## src/hdl/sdseq_pkg.sv

```systemverilog
// Shared types and constants for the package dispense sequencer.
`timescale 1ns / 1ps

package sdseq_pkg;

    // Input operation codes
    typedef enum logic [2:0] {
        OP_TICK    = 3'd0,
        OP_TRIGGER = 3'd1,
        OP_CLEAR   = 3'd2,
        OP_RELOAD  = 3'd3,
        OP_STOP    = 3'd4
    } op_t;

    // Drop sequencer phases, one-hot internally
    typedef enum logic [3:0] {
        PH_IDLE      = 4'b0001,
        PH_MOVING    = 4'b0010,
        PH_WORKING   = 4'b0100,
        PH_RETURNING = 4'b1000
    } phase_t;

    // Phase codes as reported on the result
    localparam logic [1:0] PHASE_CODE_IDLE      = 2'd0;
    localparam logic [1:0] PHASE_CODE_MOVING    = 2'd1;
    localparam logic [1:0] PHASE_CODE_WORKING   = 2'd2;
    localparam logic [1:0] PHASE_CODE_RETURNING = 2'd3;

    // Configuration register indexes
    localparam logic [1:0] CFG_STANDBY_ANGLE  = 2'd0;
    localparam logic [1:0] CFG_WORKING_OFFSET = 2'd1;
    localparam logic [1:0] CFG_MOVE_TIME      = 2'd2;
    localparam logic [1:0] CFG_DWELL_TIME     = 2'd3;

    localparam logic [15:0] MOVE_TIME_RESET  = 16'd500;
    localparam logic [15:0] DWELL_TIME_RESET = 16'd500;
    localparam logic [15:0] ELAPSED_MAX      = 16'hFFFF;
    localparam logic [7:0]  PENDING_MAX      = 8'hFF;

    typedef struct packed {
        logic [7:0]        standby_angle;
        logic signed [7:0] working_offset;
        logic [15:0]       move_time_ms;
        logic [15:0]       dwell_time_ms;
    } cfg_t;

    typedef struct packed {
        logic signed [9:0] servo_angle;
        logic [1:0]        phase;
        logic [7:0]        packages_left;
        logic [7:0]        pending_drops;
        logic              busy_res;
    } result_t;

    function automatic logic [1:0] phase_code(input phase_t ph);
        logic [1:0] code;
        begin
            unique case (ph)
                PH_IDLE:      code = PHASE_CODE_IDLE;
                PH_MOVING:    code = PHASE_CODE_MOVING;
                PH_WORKING:   code = PHASE_CODE_WORKING;
                PH_RETURNING: code = PHASE_CODE_RETURNING;
                default:      code = PHASE_CODE_IDLE;
            endcase
            return code;
        end
    endfunction

endpackage

```

## src/hdl/sdseq_cfg_regs.sv

```systemverilog
// Configuration register bank: angles and phase durations.
`timescale 1ns / 1ps

module sdseq_cfg_regs (
    input  logic                 clk,
    input  logic                 rst_n,
    input  logic                 cfg_valid,
    output logic                 cfg_ready,
    input  logic [1:0]           cfg_index,
    input  logic [15:0]          cfg_data,
    output sdseq_pkg::cfg_t      cfg
);

    sdseq_pkg::cfg_t cfg_reg;
    logic            wr_en;

    // Writes are always accepted
    assign cfg_ready = 1'b1;
    assign wr_en     = cfg_valid && cfg_ready;
    assign cfg       = cfg_reg;

    always_ff @(posedge clk or negedge rst_n)
    begin
        if (!rst_n)
        begin
            cfg_reg.standby_angle  <= 8'd0;
            cfg_reg.working_offset <= 8'sd0;
            cfg_reg.move_time_ms   <= sdseq_pkg::MOVE_TIME_RESET;
            cfg_reg.dwell_time_ms  <= sdseq_pkg::DWELL_TIME_RESET;
        end
        else if (wr_en)
        begin
            unique case (cfg_index)
                sdseq_pkg::CFG_STANDBY_ANGLE:  cfg_reg.standby_angle  <= cfg_data[7:0];
                sdseq_pkg::CFG_WORKING_OFFSET: cfg_reg.working_offset <= cfg_data[7:0];
                sdseq_pkg::CFG_MOVE_TIME:      cfg_reg.move_time_ms   <= cfg_data;
                sdseq_pkg::CFG_DWELL_TIME:     cfg_reg.dwell_time_ms  <= cfg_data;
                default: ;
            endcase
        end
    end

endmodule

```

## src/hdl/sdseq_core.sv

```systemverilog
// Sequencer state registers and the per-transfer update logic.
`timescale 1ns / 1ps

module sdseq_core (
    input  logic                 clk,
    input  logic                 rst_n,
    input  logic                 in_accept,
    input  logic [2:0]           operation,
    input  logic [7:0]           argument,
    input  sdseq_pkg::cfg_t      cfg,
    output sdseq_pkg::result_t   result
);

    sdseq_pkg::phase_t phase_reg, phase_next;
    logic [7:0]        pending_reg, pending_next;
    logic [7:0]        packages_reg, packages_next;
    logic              clear_mode_reg, clear_mode_next;
    logic [15:0]       elapsed_reg, elapsed_next;
    logic              at_working_reg, at_working_next;

    logic [15:0]       elapsed_inc;
    logic [7:0]        trig_add;
    logic [8:0]        trig_sum;
    logic signed [9:0] offset_ext;

    assign elapsed_inc = (elapsed_reg == sdseq_pkg::ELAPSED_MAX) ?
                         elapsed_reg : elapsed_reg + 16'd1;
    assign trig_add    = (argument > packages_reg) ? packages_reg : argument;
    assign trig_sum    = {1'b0, pending_reg} + {1'b0, trig_add};

    always_comb
    begin
        phase_next      = phase_reg;
        pending_next    = pending_reg;
        packages_next   = packages_reg;
        clear_mode_next = clear_mode_reg;
        elapsed_next    = elapsed_reg;
        at_working_next = at_working_reg;

        unique case (sdseq_pkg::op_t'(operation))
            sdseq_pkg::OP_TICK:
            begin
                elapsed_next = elapsed_inc;
                unique case (phase_reg)
                    sdseq_pkg::PH_IDLE:
                    begin
                        if (pending_reg != 8'd0)
                        begin
                            phase_next   = sdseq_pkg::PH_MOVING;
                            elapsed_next = 16'd0;
                        end
                        else if (clear_mode_reg && (packages_reg != 8'd0))
                        begin
                            pending_next = 8'd1;
                        end
                        else if (clear_mode_reg)
                        begin
                            clear_mode_next = 1'b0;
                        end
                    end
                    sdseq_pkg::PH_MOVING:
                    begin
                        if (elapsed_inc >= cfg.move_time_ms)
                        begin
                            at_working_next = 1'b1;
                            phase_next      = sdseq_pkg::PH_WORKING;
                            elapsed_next    = 16'd0;
                            if (packages_reg != 8'd0)
                                packages_next = packages_reg - 8'd1;
                            if (pending_reg != 8'd0)
                                pending_next = pending_reg - 8'd1;
                        end
                    end
                    sdseq_pkg::PH_WORKING:
                    begin
                        if (elapsed_inc >= cfg.dwell_time_ms)
                        begin
                            at_working_next = 1'b0;
                            phase_next      = sdseq_pkg::PH_RETURNING;
                            elapsed_next    = 16'd0;
                        end
                    end
                    sdseq_pkg::PH_RETURNING:
                    begin
                        if (elapsed_inc >= cfg.move_time_ms)
                        begin
                            phase_next   = sdseq_pkg::PH_IDLE;
                            elapsed_next = 16'd0;
                        end
                    end
                    default: ;
                endcase
            end
            sdseq_pkg::OP_TRIGGER:
            begin
                if (packages_reg != 8'd0)
                    pending_next = trig_sum[8] ? sdseq_pkg::PENDING_MAX : trig_sum[7:0];
            end
            sdseq_pkg::OP_CLEAR:
            begin
                clear_mode_next = 1'b1;
            end
            sdseq_pkg::OP_RELOAD:
            begin
                packages_next = argument;
            end
            sdseq_pkg::OP_STOP:
            begin
                at_working_next = 1'b0;
                phase_next      = sdseq_pkg::PH_IDLE;
                pending_next    = 8'd0;
                clear_mode_next = 1'b0;
                elapsed_next    = 16'd0;
            end
            default: ;  // unused codes leave the state alone
        endcase
    end

    always_ff @(posedge clk or negedge rst_n)
    begin
        if (!rst_n)
        begin
            phase_reg      <= sdseq_pkg::PH_IDLE;
            pending_reg    <= 8'd0;
            packages_reg   <= 8'd0;
            clear_mode_reg <= 1'b0;
            elapsed_reg    <= 16'd0;
            at_working_reg <= 1'b0;
        end
        else if (in_accept)
        begin
            phase_reg      <= phase_next;
            pending_reg    <= pending_next;
            packages_reg   <= packages_next;
            clear_mode_reg <= clear_mode_next;
            elapsed_reg    <= elapsed_next;
            at_working_reg <= at_working_next;
        end
    end

    // Result reflects the state after this transfer
    assign offset_ext = at_working_next ?
                        {{2{cfg.working_offset[7]}}, cfg.working_offset} : 10'sd0;

    always_comb
    begin
        result.servo_angle   = $signed({2'b00, cfg.standby_angle}) + offset_ext;
        result.phase         = sdseq_pkg::phase_code(phase_next);
        result.packages_left = packages_next;
        result.pending_drops = pending_next;
        result.busy_res      = (phase_next != sdseq_pkg::PH_IDLE) || (pending_next != 8'd0);
    end

endmodule

```

## src/hdl/sdseq_out_buf.sv

```systemverilog
// Two-entry result buffer: output register plus skid register.
`timescale 1ns / 1ps

module sdseq_out_buf (
    input  logic                 clk,
    input  logic                 rst_n,
    input  logic                 push,
    input  sdseq_pkg::result_t   push_data,
    output logic                 full,
    output logic                 out_valid,
    input  logic                 out_stall,
    output sdseq_pkg::result_t   out_data
);

    logic               main_valid_reg;
    logic               skid_valid_reg;
    sdseq_pkg::result_t main_reg;
    sdseq_pkg::result_t skid_reg;
    logic               pop;

    assign pop       = main_valid_reg && !out_stall;
    assign full      = skid_valid_reg;
    assign out_valid = main_valid_reg;
    assign out_data  = main_reg;

    always_ff @(posedge clk or negedge rst_n)
    begin
        if (!rst_n)
        begin
            main_valid_reg <= 1'b0;
            skid_valid_reg <= 1'b0;
        end
        else if (skid_valid_reg)
        begin
            if (pop)
                skid_valid_reg <= 1'b0;
        end
        else if (push)
        begin
            if (main_valid_reg && !pop)
                skid_valid_reg <= 1'b1;
            else
                main_valid_reg <= 1'b1;
        end
        else if (pop)
        begin
            main_valid_reg <= 1'b0;
        end
    end

    always_ff @(posedge clk)
    begin
        if (skid_valid_reg)
        begin
            if (pop)
                main_reg <= skid_reg;
        end
        else if (push)
        begin
            if (main_valid_reg && !pop)
                skid_reg <= push_data;
            else
                main_reg <= push_data;
        end
    end

endmodule

```

## src/hdl/servo_package_dispense_sequencer_top.sv

```systemverilog
// Top level of the servo package dispense sequencer.
`timescale 1ns / 1ps

// Servo package dispense sequencer. Each input transfer carries one operation
// (1 ms tick, trigger(count), clear-all, reload(amount), stop) and produces
// exactly one result transfer reporting the commanded servo angle, phase,
// packages left, pending drops and a busy flag after that operation. The
// block takes one input transfer per clock while in_stall is low: the state
// update is a single pass of short logic (a 16-bit saturating increment and
// compare against the phase duration) from the state registers into the
// result register. A two-entry result buffer lets one more input transfer in
// while a result is stalled; in_stall rises only when both entries are full.
// Configuration writes are always accepted (cfg_ready is always high) and
// must only be issued while no results are outstanding.

module servo_package_dispense_sequencer_top (
    input  logic              clk,
    input  logic              rst_n,

    // input item channel
    input  logic              in_valid,
    output logic              in_stall,
    input  logic [2:0]        operation,
    input  logic [7:0]        argument,

    // result channel
    output logic              out_valid,
    input  logic              out_stall,
    output logic signed [9:0] servo_angle,
    output logic [1:0]        phase,
    output logic [7:0]        packages_left,
    output logic [7:0]        pending_drops,
    output logic              busy_res,

    // configuration write channel
    input  logic              cfg_valid,
    output logic              cfg_ready,
    input  logic [1:0]        cfg_index,
    input  logic [15:0]       cfg_data
);

    sdseq_pkg::cfg_t    cfg;
    sdseq_pkg::result_t core_result;
    sdseq_pkg::result_t out_data;
    logic               in_accept;
    logic               buf_full;

    // A transfer is taken whenever the skid entry is free
    assign in_stall  = buf_full;
    assign in_accept = in_valid && !in_stall;

    sdseq_cfg_regs u_cfg (
        .clk       (clk),
        .rst_n     (rst_n),
        .cfg_valid (cfg_valid),
        .cfg_ready (cfg_ready),
        .cfg_index (cfg_index),
        .cfg_data  (cfg_data),
        .cfg       (cfg)
    );

    sdseq_core u_core (
        .clk       (clk),
        .rst_n     (rst_n),
        .in_accept (in_accept),
        .operation (operation),
        .argument  (argument),
        .cfg       (cfg),
        .result    (core_result)
    );

    sdseq_out_buf u_out (
        .clk       (clk),
        .rst_n     (rst_n),
        .push      (in_accept),
        .push_data (core_result),
        .full      (buf_full),
        .out_valid (out_valid),
        .out_stall (out_stall),
        .out_data  (out_data)
    );

    assign servo_angle   = out_data.servo_angle;
    assign phase         = out_data.phase;
    assign packages_left = out_data.packages_left;
    assign pending_drops = out_data.pending_drops;
    assign busy_res      = out_data.busy_res;

    // Skid entry can only be occupied behind a valid output entry
    a_stall_implies_valid: assert property (@(posedge clk) disable iff (!rst_n)
        in_stall |-> out_valid)
        else $error("input stalled with no result held");

    // Skid entry only fills when the output was held off
    a_skid_fill_cause: assert property (@(posedge clk) disable iff (!rst_n)
        $rose(in_stall) |-> $past(out_valid && out_stall))
        else $error("skid entry filled without output stall");

    // Busy flag agrees with reported phase and queue
    a_busy_consistent: assert property (@(posedge clk) disable iff (!rst_n)
        out_valid |-> (busy_res == ((phase != sdseq_pkg::PHASE_CODE_IDLE) ||
                                    (pending_drops != 8'd0))))
        else $error("busy flag inconsistent with phase and pending drops");

endmodule
```

## config.mk

```make
export PLATFORM = sky130hd
export DESIGN_NAME = servo_package_dispense_sequencer_top
export DESIGN_NICKNAME = d
export VERILOG_FILES = /design/src/hdl/sdseq_pkg.sv /design/src/hdl/sdseq_cfg_regs.sv /design/src/hdl/sdseq_core.sv /design/src/hdl/sdseq_out_buf.sv /design/src/hdl/servo_package_dispense_sequencer_top.sv
export SDC_FILE = /design/constraint.sdc
export NUM_CORES = 1
export LEC_CHECK = 0
export BUFFER_PORTS_ARGS = -buffer_cell sky130_fd_sc_hd__buf_4
export CORE_MARGIN = 5
export CORE_UTILIZATION = 35
export CTS_BUF_LIST = sky130_fd_sc_hd__clkbuf_4 sky130_fd_sc_hd__clkbuf_8
export DETAILED_ROUTE_END_ITERATION = 7
export PLACE_DENSITY = 0.63
export RECOVER_POWER = 100
export SYNTH_ARGS = -nofsm -noshare
export SYNTH_HDL_FRONTEND = slang
export SYNTH_SLANG_ARGS = --single-unit
```

## constraint.sdc

```tcl
create_clock -name clk -period 10.3 [get_ports clk]
set_input_delay 2.06 -clock clk [delete_from_list [all_inputs] [get_ports clk]]
set_output_delay 2.06 -clock clk [all_outputs]
set_load 0.02 [all_outputs]
```

==> impl_metrics.csv, run 1 <==
group,metric,value,unit
outcome,status,"finished, violations left",
outcome,violations,"max-capacitance violations, max-slew violations",
floorplan,core,0.0243,mm²
synth,synth_mux_area_frac,0.104,
synth,ys_async_sr_fraction,0.603,
timing,period_share,0.696,
timing,max_clock_freq,0.139,GHz
synth,synth_compound_area_frac,0.145,
floorplan,dieArea,0.0280,mm²
synth,seq_area_frac_synth,0.458,
synth,synthesis.area_per_instance,10.4,µm²
layout,drive_gt1_frac,0.180,
placement,place_area,0.00951,mm²
layout,largest_register_ffs,48,
clock_tree,clock-sinks,146,
clock_tree,clk_pin_slew,0.08,ns
clock_tree,post-cts-setup-buffers,0,
pwr,sw_frac_of_total,0.396,
worst_setup_path,worst-setup-path-type,"flop to flop",
timing,post-route-min-period,7.17,ns
clock_tree,clockRootBuffer,"clkbuf_8",
timing,rsz0062_at_grt,"false",
pwr,p_leak,4.18,nW
synth,ys_warn_count,0,
synth,synthSimpleGateAreaFrac,0.138,
global_route,overflow,0,
synth,synth_top_family_by_area,"compound AO/OA/AOI/OAI gates",
layout,antennaDiodeCount,0,
routing,drt_wl_total,20500,µm
pwr,p_clk_frac,0.204,
timing,finalSetupViolations,0,
timing,slew_headroom,-0.856,
floorplan,die-width,167,µm
layout,nets,996,
synth,syn_nets,931,
timing,drv_slew,151,
pwr,internal_power,1.37,mW
routing,drtAntennaViolNets,0,
floorplan,rows,57,
timing,skew,0.0203,ns
floorplan,start_util,0.356,
synth,synthesis.area,0.00866,mm²
synth,synth-main-ff-cell,"dfrtp_1",
worst_setup_path,startpoint_type,"flop",
global_route,grt_pass1_vias,6384,
clock_tree,clk_latency,0.46,ns
synth,netlist_instances,834,
clock_tree,ctsResizeCount,0,
timing,hold_viol,0,
global_route,grt_max_degree,48,
clock_tree,cts_tree,"built",
routing,dr.pass1.iters,5,
floorplan,dieHeight,167,µm
synth,synthAdderAreaFrac,0.0928,
routing,routedWlPerCell,16.6,µm
timing,fin_setup_tns,0,ns
timing,worst_pin_slew,2.78,ns
worst_setup_path,ff2ff_setup_slack,3.13,ns
job,drv_cap,4,
pwr,switchingPower,0.895,mW
pwr,comb_power_share,0.394,
clock_tree,cts_hold_buf,0,
clock_tree,clk_path_buf_depth,2,
synth,yosys.cell_types.count,70,
worst_setup_path,critPathMaxFanout,9,
global_route,antenna_found_initial,0,
placement,gp_congestion,0.884,
worst_hold_path,hold_class,"flop to flop",
routing,avgViaCountPerCell,5.27,
layout,fin_util,0.400,
pwr,peakVddDrop,219,µV
worst_setup_path,end_kind,"flop",
synth,synth_xor_area_frac,0.0243,
worst_setup_path,critPathRequiredTime,10.50,ns
synth,synth_edf_count,58,
clock_tree,cts_buffers,17,
pwr,power_density,233,mW/mm²
global_route,grt_pass1_wl,33700,µm
layout,syn_to_final_growth,12.3,%
placement,dp_hpwl,15400,µm
routing,drc_errors,0,
global_route,grtUsageTotal,0.148,
synth,synth_seq_cells,146,
floorplan,io_pins,66,
routing,vias,6515,
layout,fin_area,0.00972,mm²
pwr,power_frac_seq,0.402,
worst_setup_path,arrival,7.37,ns
clock_tree,cts-htree-levels,4,
placement,numPortBuffers,64,
routing,drt_iter0_drc,482,
==> cell type report <==
class	instances	area [µm²]
Clock buffer	18	248
Clock inverter	14	153
Fill cell	2464	14600
Inverter	59	221
Multi-Input combinational cell	602	4350
Sequential cell	146	3960
Tap cell	324	405
Timing Repair Buffer	73	383
==> cells by family (layout without fill, tap and decap cells) <==
| kind of cell | Yosys count | count (layout) |
|---|---|---|
| fa+ha+maj | 63 | 63 |
| mux | 80 | 80 |
| compound gates | 192 | 192 |
| simple gates | 242 | 242 |
| other cells | 1 | 1 |
| buf+inv | 86 | 164 |
| flops | 146 | 146 |
| xor+xnor | 24 | 24 |
==> worst max-delay path, cell delays in order, from the launching register on <==
cell	delay [ns]
dfrtp_1	0.45
and3_1	0.20
and3_1	0.22
and4_1	0.28
a21oi_1	0.52
nand3_1	0.17
or2_2	0.31
nand2_1	0.10
ha_1	0.15
nand4_1	0.14
or2_0	0.28
or4_1	0.61
a31oi_1	0.80
a21oi_1	0.14
a21oi_1	0.53
and2_0	0.21
ha_1	0.17
inv_1	0.06
fa_1	0.39
inv_1	0.07
a21oi_1	0.05
o21bai_1	0.19
a21o_1	0.15
a21o_1	0.14
a21oi_1	0.07
o21bai_1	0.15
xor2_1	0.09
mux2_2	0.26
==> layout by cell type, fill, tap and decap left out, types with 4 or more instances in the layout <==
master     n
xor2_1    12
and3_1     9
nor2b_1    4
dfstp_2   13
a22o_1    10
clkinv_4   4
nor3b_1    5
a211oi_1   8
dfrtp_1   75
inv_1     59
o21bai_1   6
ha_1      61
nor4_1     7
nand2_1   93
nor2_1    37
or3_1      5
o21ai_0   51
buf_4     29
a21oi_1   45
clkbuf_8  18
nand4_1    6
a21o_1    14
clkbuf_1  44
or2_2      6
nand3_1   22
nor3_1    17
o31ai_1    5
a221o_1    5
a31oi_1   10
mux2_2    78
and2_1     7
edfxtp_1  58
xnor2_1   12
nand2b_1   4
o21a_1     9
==> power groups by stage <==
stage	clock network, mW	registers [mW]	logic (mW)
4_1_cts	0.474	0.908	0.947
3_5_place_dp	0	0.920	0.942
6_report	0.461	0.910	0.890
3_3_place_gp	0	0.917	0.930
5_1_grt	0.500	0.928	0.998
2_1_floorplan	0	0.953	0.599
==> per-layer routing <==
metal | vias to the layer above | GRT usage | part of all wire
met5 | - | 0 | 0
met4 | 0 | 0.0448 | 0.014
met3 | 28 | 0.0323 | 0.050
met2 | 178 | 0.236 | 0.47
met1 | 3129 | 0.203 | 0.47
li1 | 3180 | - | -
==> path summary, 6_finish.rpt <==
path,cells past startpoint,startpoint,endpoint
hold / removal,1,u_cfg.cfg[38],u_cfg.cfg[38]
hold reg to reg,1,u_cfg.cfg[38],u_cfg.cfg[38]
setup reg to reg,27,u_core.elapsed_reg[3],u_out.out_data[27]
min in group asynchronous,1,rst_n,u_core.packages_reg[0]
setup / recovery,27,u_core.elapsed_reg[3],u_out.out_data[27]
max in group asynchronous,2,rst_n,u_cfg.cfg[19]
==> per-stage QoR <==
step                      hold WS (ns)  cells  power, mW  setup WS (ns)
after global routing             0.512   1236       2.43           2.56
final                            0.500   1236       2.26           3.13
after global placement           0.480   1204       1.85           3.35
after detailed placement         0.485   1204       1.86           3.20
after CTS                        0.504   1236       2.33           3.64
after floorplan                  0.464    834       1.55           3.91
==> synthesized netlist by cell type, drive strengths merged (4+ instances only) <==
cell type | instances | share of area
dfstp | 13 | 0.039
buf | 7 | 0.0039
a21oi | 46 | 0.027
o31ai | 5 | 0.0043
nor2b | 4 | 0.0029
a22o | 10 | 0.010
o21a | 9 | 0.0078
xnor2 | 12 | 0.012
and2 | 9 | 0.0065
dfrtp | 75 | 0.22
inv | 59 | 0.026
a221o | 5 | 0.0058
a211oi | 8 | 0.0069
or2 | 7 | 0.0051
nor3b | 5 | 0.0043
nand2 | 93 | 0.040
nand4 | 7 | 0.0058
nor3 | 17 | 0.0098
a21o | 14 | 0.012
nand3 | 22 | 0.013
xor2 | 12 | 0.012
edfxtp | 58 | 0.20
o21bai | 6 | 0.0052
nor2 | 37 | 0.016
clkbuf | 20 | 0.0087
o21ai | 51 | 0.029
or3 | 5 | 0.0036
ha | 61 | 0.088
nand2b | 4 | 0.0029
and3 | 9 | 0.0065
nor4 | 7 | 0.0051
a31oi | 10 | 0.0090
mux2 | 78 | 0.10
No activity file was read; power rests on OpenSTA's default activity.
==> run 2: changes to the inputs <==
- PLACE_DENSITY: 0.63 -> 0.65
- clock period: 10.3 -> 5.7 ns (I/O delays scaled with it)
==> run 2 against run 1 <==
  * The flow still finishes with violations (max-capacitance violations, max-slew violations)
  * Cell count is 2.0% higher
  * Via count grew 2.3%
  * Die area unchanged
  * Combinational power up 85%
  * Power increased by 84%
  * Maximum frequency rose by 32%
  * Critical path depth did not move
  * Critical endpoint unchanged
  * Largest power group is now combinational cells
==> impl_metrics.csv, run 2 (same netlist as run 1, synthesis figures left out) <==
group,metric,value,unit
worst_setup_path,critPathLaunch,"u_core.elapsed_reg[5]",
floorplan,dieArea,0.0280,mm²
global_route,grt_max_degree,46,
worst_setup_path,ff2ff_setup_slack,0.25,ns
floorplan,io_pins,66,
global_route,grtUsageTotal,0.150,
timing,hold_viol,0,
floorplan,core,0.0243,mm²
worst_setup_path,r2r_start,"u_core.elapsed_reg[5]",
routing,routedWlPerCell,16.6,µm
routing,drc_errors,0,
routing,drt_wl_total,20900,µm
layout,largest_register_ffs,48,
timing,hold_slack,0.503,ns
worst_setup_path,critPathRequiredTime,5.91,ns
pwr,peakVddDrop,286,µV
routing,dr.pass1.iters,5,
worst_hold_path,min_from,"u_cfg.cfg[36]",
timing,drv_slew,106,
layout,drive_gt1_frac,0.222,
clock_tree,cts_tree,"built",
routing,drt_iter0_drc,472,
clock_tree,clk_latency,0.47,ns
outcome,status,"finished, violations left",
global_route,antenna_found_initial,0,
layout,final_common_cell,"nand2_1",
floorplan,dieHeight,167,µm
clock_tree,clk_pin_slew,0.10,ns
floorplan,die-width,167,µm
worst_setup_path,arrival,5.66,ns
layout,fin_util,0.412,
worst_hold_path,min_to,"u_cfg.cfg[36]",
clock_tree,cts-htree-levels,4,
timing,setup_ws,0.249,ns
worst_setup_path,worst-setup-path-type,"flop to flop",
job,drv_cap,3,
worst_setup_path,critPathMaxFanout,6,
pwr,power_density,415,mW/mm²
outcome,violations,"max-capacitance violations, max-slew violations",
worst_setup_path,end_kind,"flop",
worst_setup_path,reg2regPathDepth,27,
placement,dp_worst_setup_slack,-0.0914,ns
timing,skew,0.0249,ns
placement,numPortBuffers,64,
worst_hold_path,hold_depth,1,
placement,place_area,0.00965,mm²
placement,dp_hpwl,15600,µm
floorplan,rows,57,
timing,period_share,0.956,
layout,antennaDiodeCount,0,
worst_hold_path,hold_class,"flop to flop",
layout,fin_area,0.0100,mm²
timing,slew_headroom,-0.802,
layout,nFillCells,2358,
routing,drtAntennaViolNets,0,
floorplan,start_util,0.356,
clock_tree,clock-sinks,146,
global_route,grt_pass1_vias,6436,
placement,gp_congestion,0.899,
layout,mostFrequentLayoutCells,"90 x nand2_1, 78 x mux2_2, 75 x dfrtp_1",
clock_tree,cts_buffers,17,
layout,nets,1021,
layout,syn_to_final_growth,15.9,%
clock_tree,clockRootBuffer,"clkbuf_8",
timing,max_clock_freq,0.183,GHz
worst_setup_path,startpoint_type,"flop",
global_route,grt_pass1_wl,34500,µm
timing,finalSetupViolations,0,
routing,vias,6663,
routing,avgViaCountPerCell,5.28,
clock_tree,clk_path_buf_depth,2,
global_route,overflow,0,
clock_tree,cts_hold_buf,0,
pwr,p_leak,4.35,nW
timing,worst_pin_slew,2.70,ns
worst_setup_path,reg2reg_to,"u_out.out_data[27]",
timing,post-route-min-period,5.45,ns
## run 2: cell types whose count changed in the layout (fill, tap and decap cells not counted), sizes merged
cell,delta
clkinv,-3
inv,+4
buf,+28
clkbuf,-4
## run 2: how the worst max path moves through the flow
| stage | cells after the start | to | slack [ns] |
|---|---|---|---|
| 6_report | 27 | u_out.out_data[27] | 0.25 |
| 5_1_grt | 27 | u_out.out_data[27] | -0.04 |
| 4_1_cts | 27 | u_out.out_data[27] | 0.02 |
| 3_5_place_dp | 27 | u_out.out_data[27] | -0.09 |
| 3_3_place_gp | 27 | u_out.out_data[27] | 0.05 |
| 2_1_floorplan | 28 | u_out.out_data[27] | 0.04 |
## run 2: final cells by class
type,count,area (µm²),share of cell area
multi-input cells,602,4440,0.443
flip-flops and latches,146,3960,0.395
repair buffers,98,583,0.0581
well taps,324,405,0.0404
clock buffers,17,234,0.0233
inverters,59,221,0.0221
clock inverters,15,186,0.0186
## run 2: through the flow
step                setup TNS [ns]  std cells  total power [mW]
finish                           0       1261              4.16
detailed placement          -0.116       1223              3.37
global route               -0.0710       1261              4.46
global placement                 0       1223              3.34
CTS                              0       1255              4.26
floorplan                        0        834              2.80
## run 2: worst max-delay path, stage by stage (launching register included)
cell and delay (ns):
dfrtp_1 0.39, and3_1 0.21, and3_4 0.21, and4_4 0.22, a21oi_2 0.16, buf_4 0.17, nand3_1 0.10, or2_2 0.30
nand2_1 0.14, ha_1 0.15, nand4_1 0.18, or4_4 0.62, a31oi_4 0.18, a21oi_1 0.10, a21oi_2 0.18, and2_1 0.15
ha_1 0.15, inv_1 0.05, fa_2 0.34, inv_1 0.06, a21oi_1 0.05, o21bai_1 0.19, a21o_1 0.14, a21o_1 0.14
a21oi_1 0.07, o21bai_1 0.16, xor2_1 0.09, mux2_2 0.27
## run 2: what timing repair did
item | in CTS | in global routing
setup buffers | 0 | 6
endpoints found under the setup margin | 3 | 9
gates resized for setup | 2 | 17
pin swaps | 0 | 5
## run 2: power breakdown
group	leakage, nW	switching (mW)	internal [mW]
registers	1.63	0.190	1.45
logic	2.51	1.01	0.646
clock network	0.214	0.462	0.410
## run 2: routing by layer
metal | global-route usage | part of all wire | vias to the layer above
met1 | 0.214 | 0.48 | 3221
met2 | 0.237 | 0.46 | 181
met4 | 0.0311 | 0.012 | 0
li1 | - | - | 3236
met3 | 0.0306 | 0.050 | 25
met5 | 0 | 0 | -
==> run 3: changes to the inputs <==
- ABC_AREA: unset -> 1
- PLACE_DENSITY: 0.65 -> unset
- PLACE_DENSITY_LB_ADDON: unset -> 0.08
==> run 3 against run 2 <==
  * The run still ends with max-capacitance violations, max-slew violations left
  * Clock power is 5.4% lower
  * Final area is 0.36% higher
  * Non-clock buffer count is 20 lower
  * Power is 11% higher
  * Critical endpoint unchanged
  * Setup slack better by 0.34 ns
  * First-iteration DRC count is 10% higher
  * Maximum frequency is 6.6% higher
  * Worst hold slack worse by 0.014 ns
  * Flip-flop and latch count stayed put
==> impl_metrics.csv, run 3 <==
group,metric,value,unit
outcome,status,"finished, violations left",
outcome,violations,"max-capacitance violations, max-slew violations",
global_route,grtUsageTotal,0.167,
timing,worst_pin_slew,2.97,ns
layout,multiInputGateArea,0.00422,mm²
synth,syn_nets,1203,
floorplan,rows,58,
worst_setup_path,arrival,5.34,ns
synth,ys_top_cells_by_area,"dfrtp_1 21%, edfxtp_1 19%, nand2_1 12%",
floorplan,dieHeight,170,µm
worst_setup_path,end_kind,"flop",
worst_setup_path,slowest_delay,0.42,ns
clock_tree,clk_path_buf_depth,2,
worst_hold_path,min_from,"u_cfg.cfg[33]",
layout,nFillCells,2690,
floorplan,start_util,0.355,
timing,slew_headroom,-0.978,
global_route,overflow,0,
timing,finalSetupViolations,0,
timing,drv_slew,77,
timing,max_clock_freq,0.196,GHz
placement,gp_congestion,0.860,
floorplan,core,0.0252,mm²
clock_tree,ctsResizeCount,0,
clock_tree,clock-sinks,146,
pwr,power_density,457,mW/mm²
global_route,grt_max_degree,47,
worst_setup_path,reg2reg_to,"u_out.out_data[27]",
synth,synth-main-ff-cell,"dfrtp_1",
timing,hold_slack,0.489,ns
layout,largest_register_ffs,48,
routing,drtAntennaViolNets,0,
placement,place_area,0.00982,mm²
clock_tree,post-cts-setup-buffers,0,
worst_setup_path,cp_slowest_cell,"fa_1",
pwr,p_leak,4.78,nW
worst_setup_path,crit_top_cell,"nand2_1",
placement,numPortBuffers,64,
synth,yosysTopAreaCellShare,0.210,
clock_tree,cts_buffers,17,
floorplan,io_pins,66,
synth,ys_warn_count,0,
timing,skew,0.0180,ns
routing,avgViaCountPerCell,4.80,
global_route,grt_pass1_wl,38500,µm
routing,dr.pass1.iters,5,
clock_tree,cts-htree-levels,4,
job,drv_cap,2,
worst_hold_path,min_to,"u_cfg.cfg[33]",
timing,fin_setup_tns,0,ns
synth,synthesis.area,0.00894,mm²
synth,synthTopCellsByCount,"277 x nand2_1, 158 x inv_1, 101 x o21ai_0",
pwr,peakVddDrop,331,µV
layout,nets,1272,
clock_tree,clk_pin_slew,0.10,ns
floorplan,dieArea,0.0288,mm²
clock_tree,cts_tree,"built",
synth,ys_async_sr_fraction,0.603,
worst_hold_path,hold_depth,2,
layout,fin_util,0.400,
worst_setup_path,ff2ff_setup_slack,0.59,ns
synth,yosysMostFrequentCell,"nand2_1",
synth,synth_seq_cells,146,
worst_setup_path,worst-setup-path-type,"flop to flop",
worst_setup_path,critPathMaxFanout,6,
layout,final_common_cell,"nand2_1",
layout,drive_gt1_frac,0.104,
clock_tree,clk_latency,0.46,ns
routing,routedWlPerCell,15.4,µm
placement,dp_hpwl,17500,µm
layout,mostFrequentLayoutCells,"276 x nand2_1, 160 x inv_1, 112 x o21ai_0",
layout,ff_latch_area,0.00396,mm²
layout,fin_area,0.0101,mm²
timing,rsz0062_at_grt,"false",
layout,syn_to_final_growth,12.6,%
worst_setup_path,reg2regPathDepth,35,
worst_hold_path,hold_class,"flop to flop",
timing,post-route-min-period,5.11,ns
timing,hold_viol,0,
routing,drc_errors,0,
synth,netlist_instances,1106,
routing,drt_wl_total,23400,µm
layout,antennaDiodeCount,0,
routing,drt_iter0_drc,521,
routing,vias,7288,
synth,synth_edf_count,58,
timing,period_share,0.897,
worst_setup_path,critPathRequiredTime,5.93,ns
floorplan,die-width,170,µm
clock_tree,cts_hold_buf,0,
clock_tree,clockRootBuffer,"clkbuf_8",
worst_setup_path,r2r_start,"u_core.elapsed_reg[0]",
worst_setup_path,startpoint_type,"flop",
synth,yosys.cell_types.count,49,
synth,synthesis.area_per_instance,8.08,µm²
synth,seq_area_frac_synth,0.443,
global_route,grt_pass1_vias,7145,
synth,synth_area_leader_cell,"dfrtp_1",
global_route,antenna_found_initial,0,
-- run 3: cell types whose count changed after synthesis, sizes merged, moves of 12 or more --
cell	change
nand2	+194
inv	+113
mux2	-78
o21ai	+69
nand3	+33
nor2	+29
xor2	+13
a21o	-12
nand4	+12
-- run 3: logic make-up after synthesis --
kind of cell	after synthesis	share of synthesized area
AOI/OAI and AO/OA	218	0.131
xor gates and xnor gates	30	0.0294
adders and majority gates	63	0.0899
buffers and inverters	201	0.0861
DFF	146	0.443
other	1	0.000420
and+or+nand+nor	447	0.220
-- run 3: how the worst max path moves through the flow --
stage,endpoint,start
after global placement,u_out.out_data[27],u_core.elapsed_reg[0]
after detailed placement,u_out.out_data[27],u_core.elapsed_reg[2]
after CTS,u_out.out_data[27],u_core.elapsed_reg[2]
after floorplan,u_out.out_data[0],argument[7]
after global routing,u_out.out_data[28],u_core.elapsed_reg[0]
final,u_out.out_data[27],u_core.elapsed_reg[0]
-- run 3: power by group --
part           total (mW)  internal, mW  leakage, nW  switching, mW
registers            1.65          1.46         1.66          0.183
clock network       0.825         0.334        0.197          0.492
logic                2.13         0.673         2.92           1.46
-- run 3: per-layer routing --
metal / vias up / track usage / share of wire
met3: 23 / 0.0269 / 0.033
met1: 3356 / 0.222 / 0.47
met4: 0 / 0.0441 / 0.014
met2: 124 / 0.285 / 0.49
met5: - / 0 / 0
li1: 3785 / - / -
-- run 3: area by class of cell --
cell class / count / share of cell area
Clock buffer: 17 / 0.0232
Clock inverter: 15 / 0.0160
Inverter: 173 / 0.0645
Multi-Input combinational cell: 759 / 0.419
Sequential cell: 146 / 0.393
Tap cell: 330 / 0.0410
Timing Repair Buffer: 78 / 0.0423
-- run 3: critical path: cells and delay by family, from the launching register on --
| family | cells | cell delay (ns) |
|---|---|---|
| xor gates and xnor gates | 2 | 0.34 |
| AOI/OAI and AO/OA | 6 | 0.83 |
| adders and majority gates | 4 | 1.05 |
| and+or+nand+nor | 18 | 1.79 |
| buffers and inverters | 5 | 0.49 |
| DFF | 1 | 0.39 |
-- run 3: stage by stage --
stage / setup slack, ns / total power [mW] / cells
final: 0.586 / 4.60 / 1518
after floorplan: 1.13 / 3.21 / 1106
after CTS: 0.361 / 4.77 / 1518
after detailed placement: 0.374 / 3.93 / 1486
after global placement: 0.505 / 3.93 / 1486
after global routing: 0.0105 / 5.05 / 1518
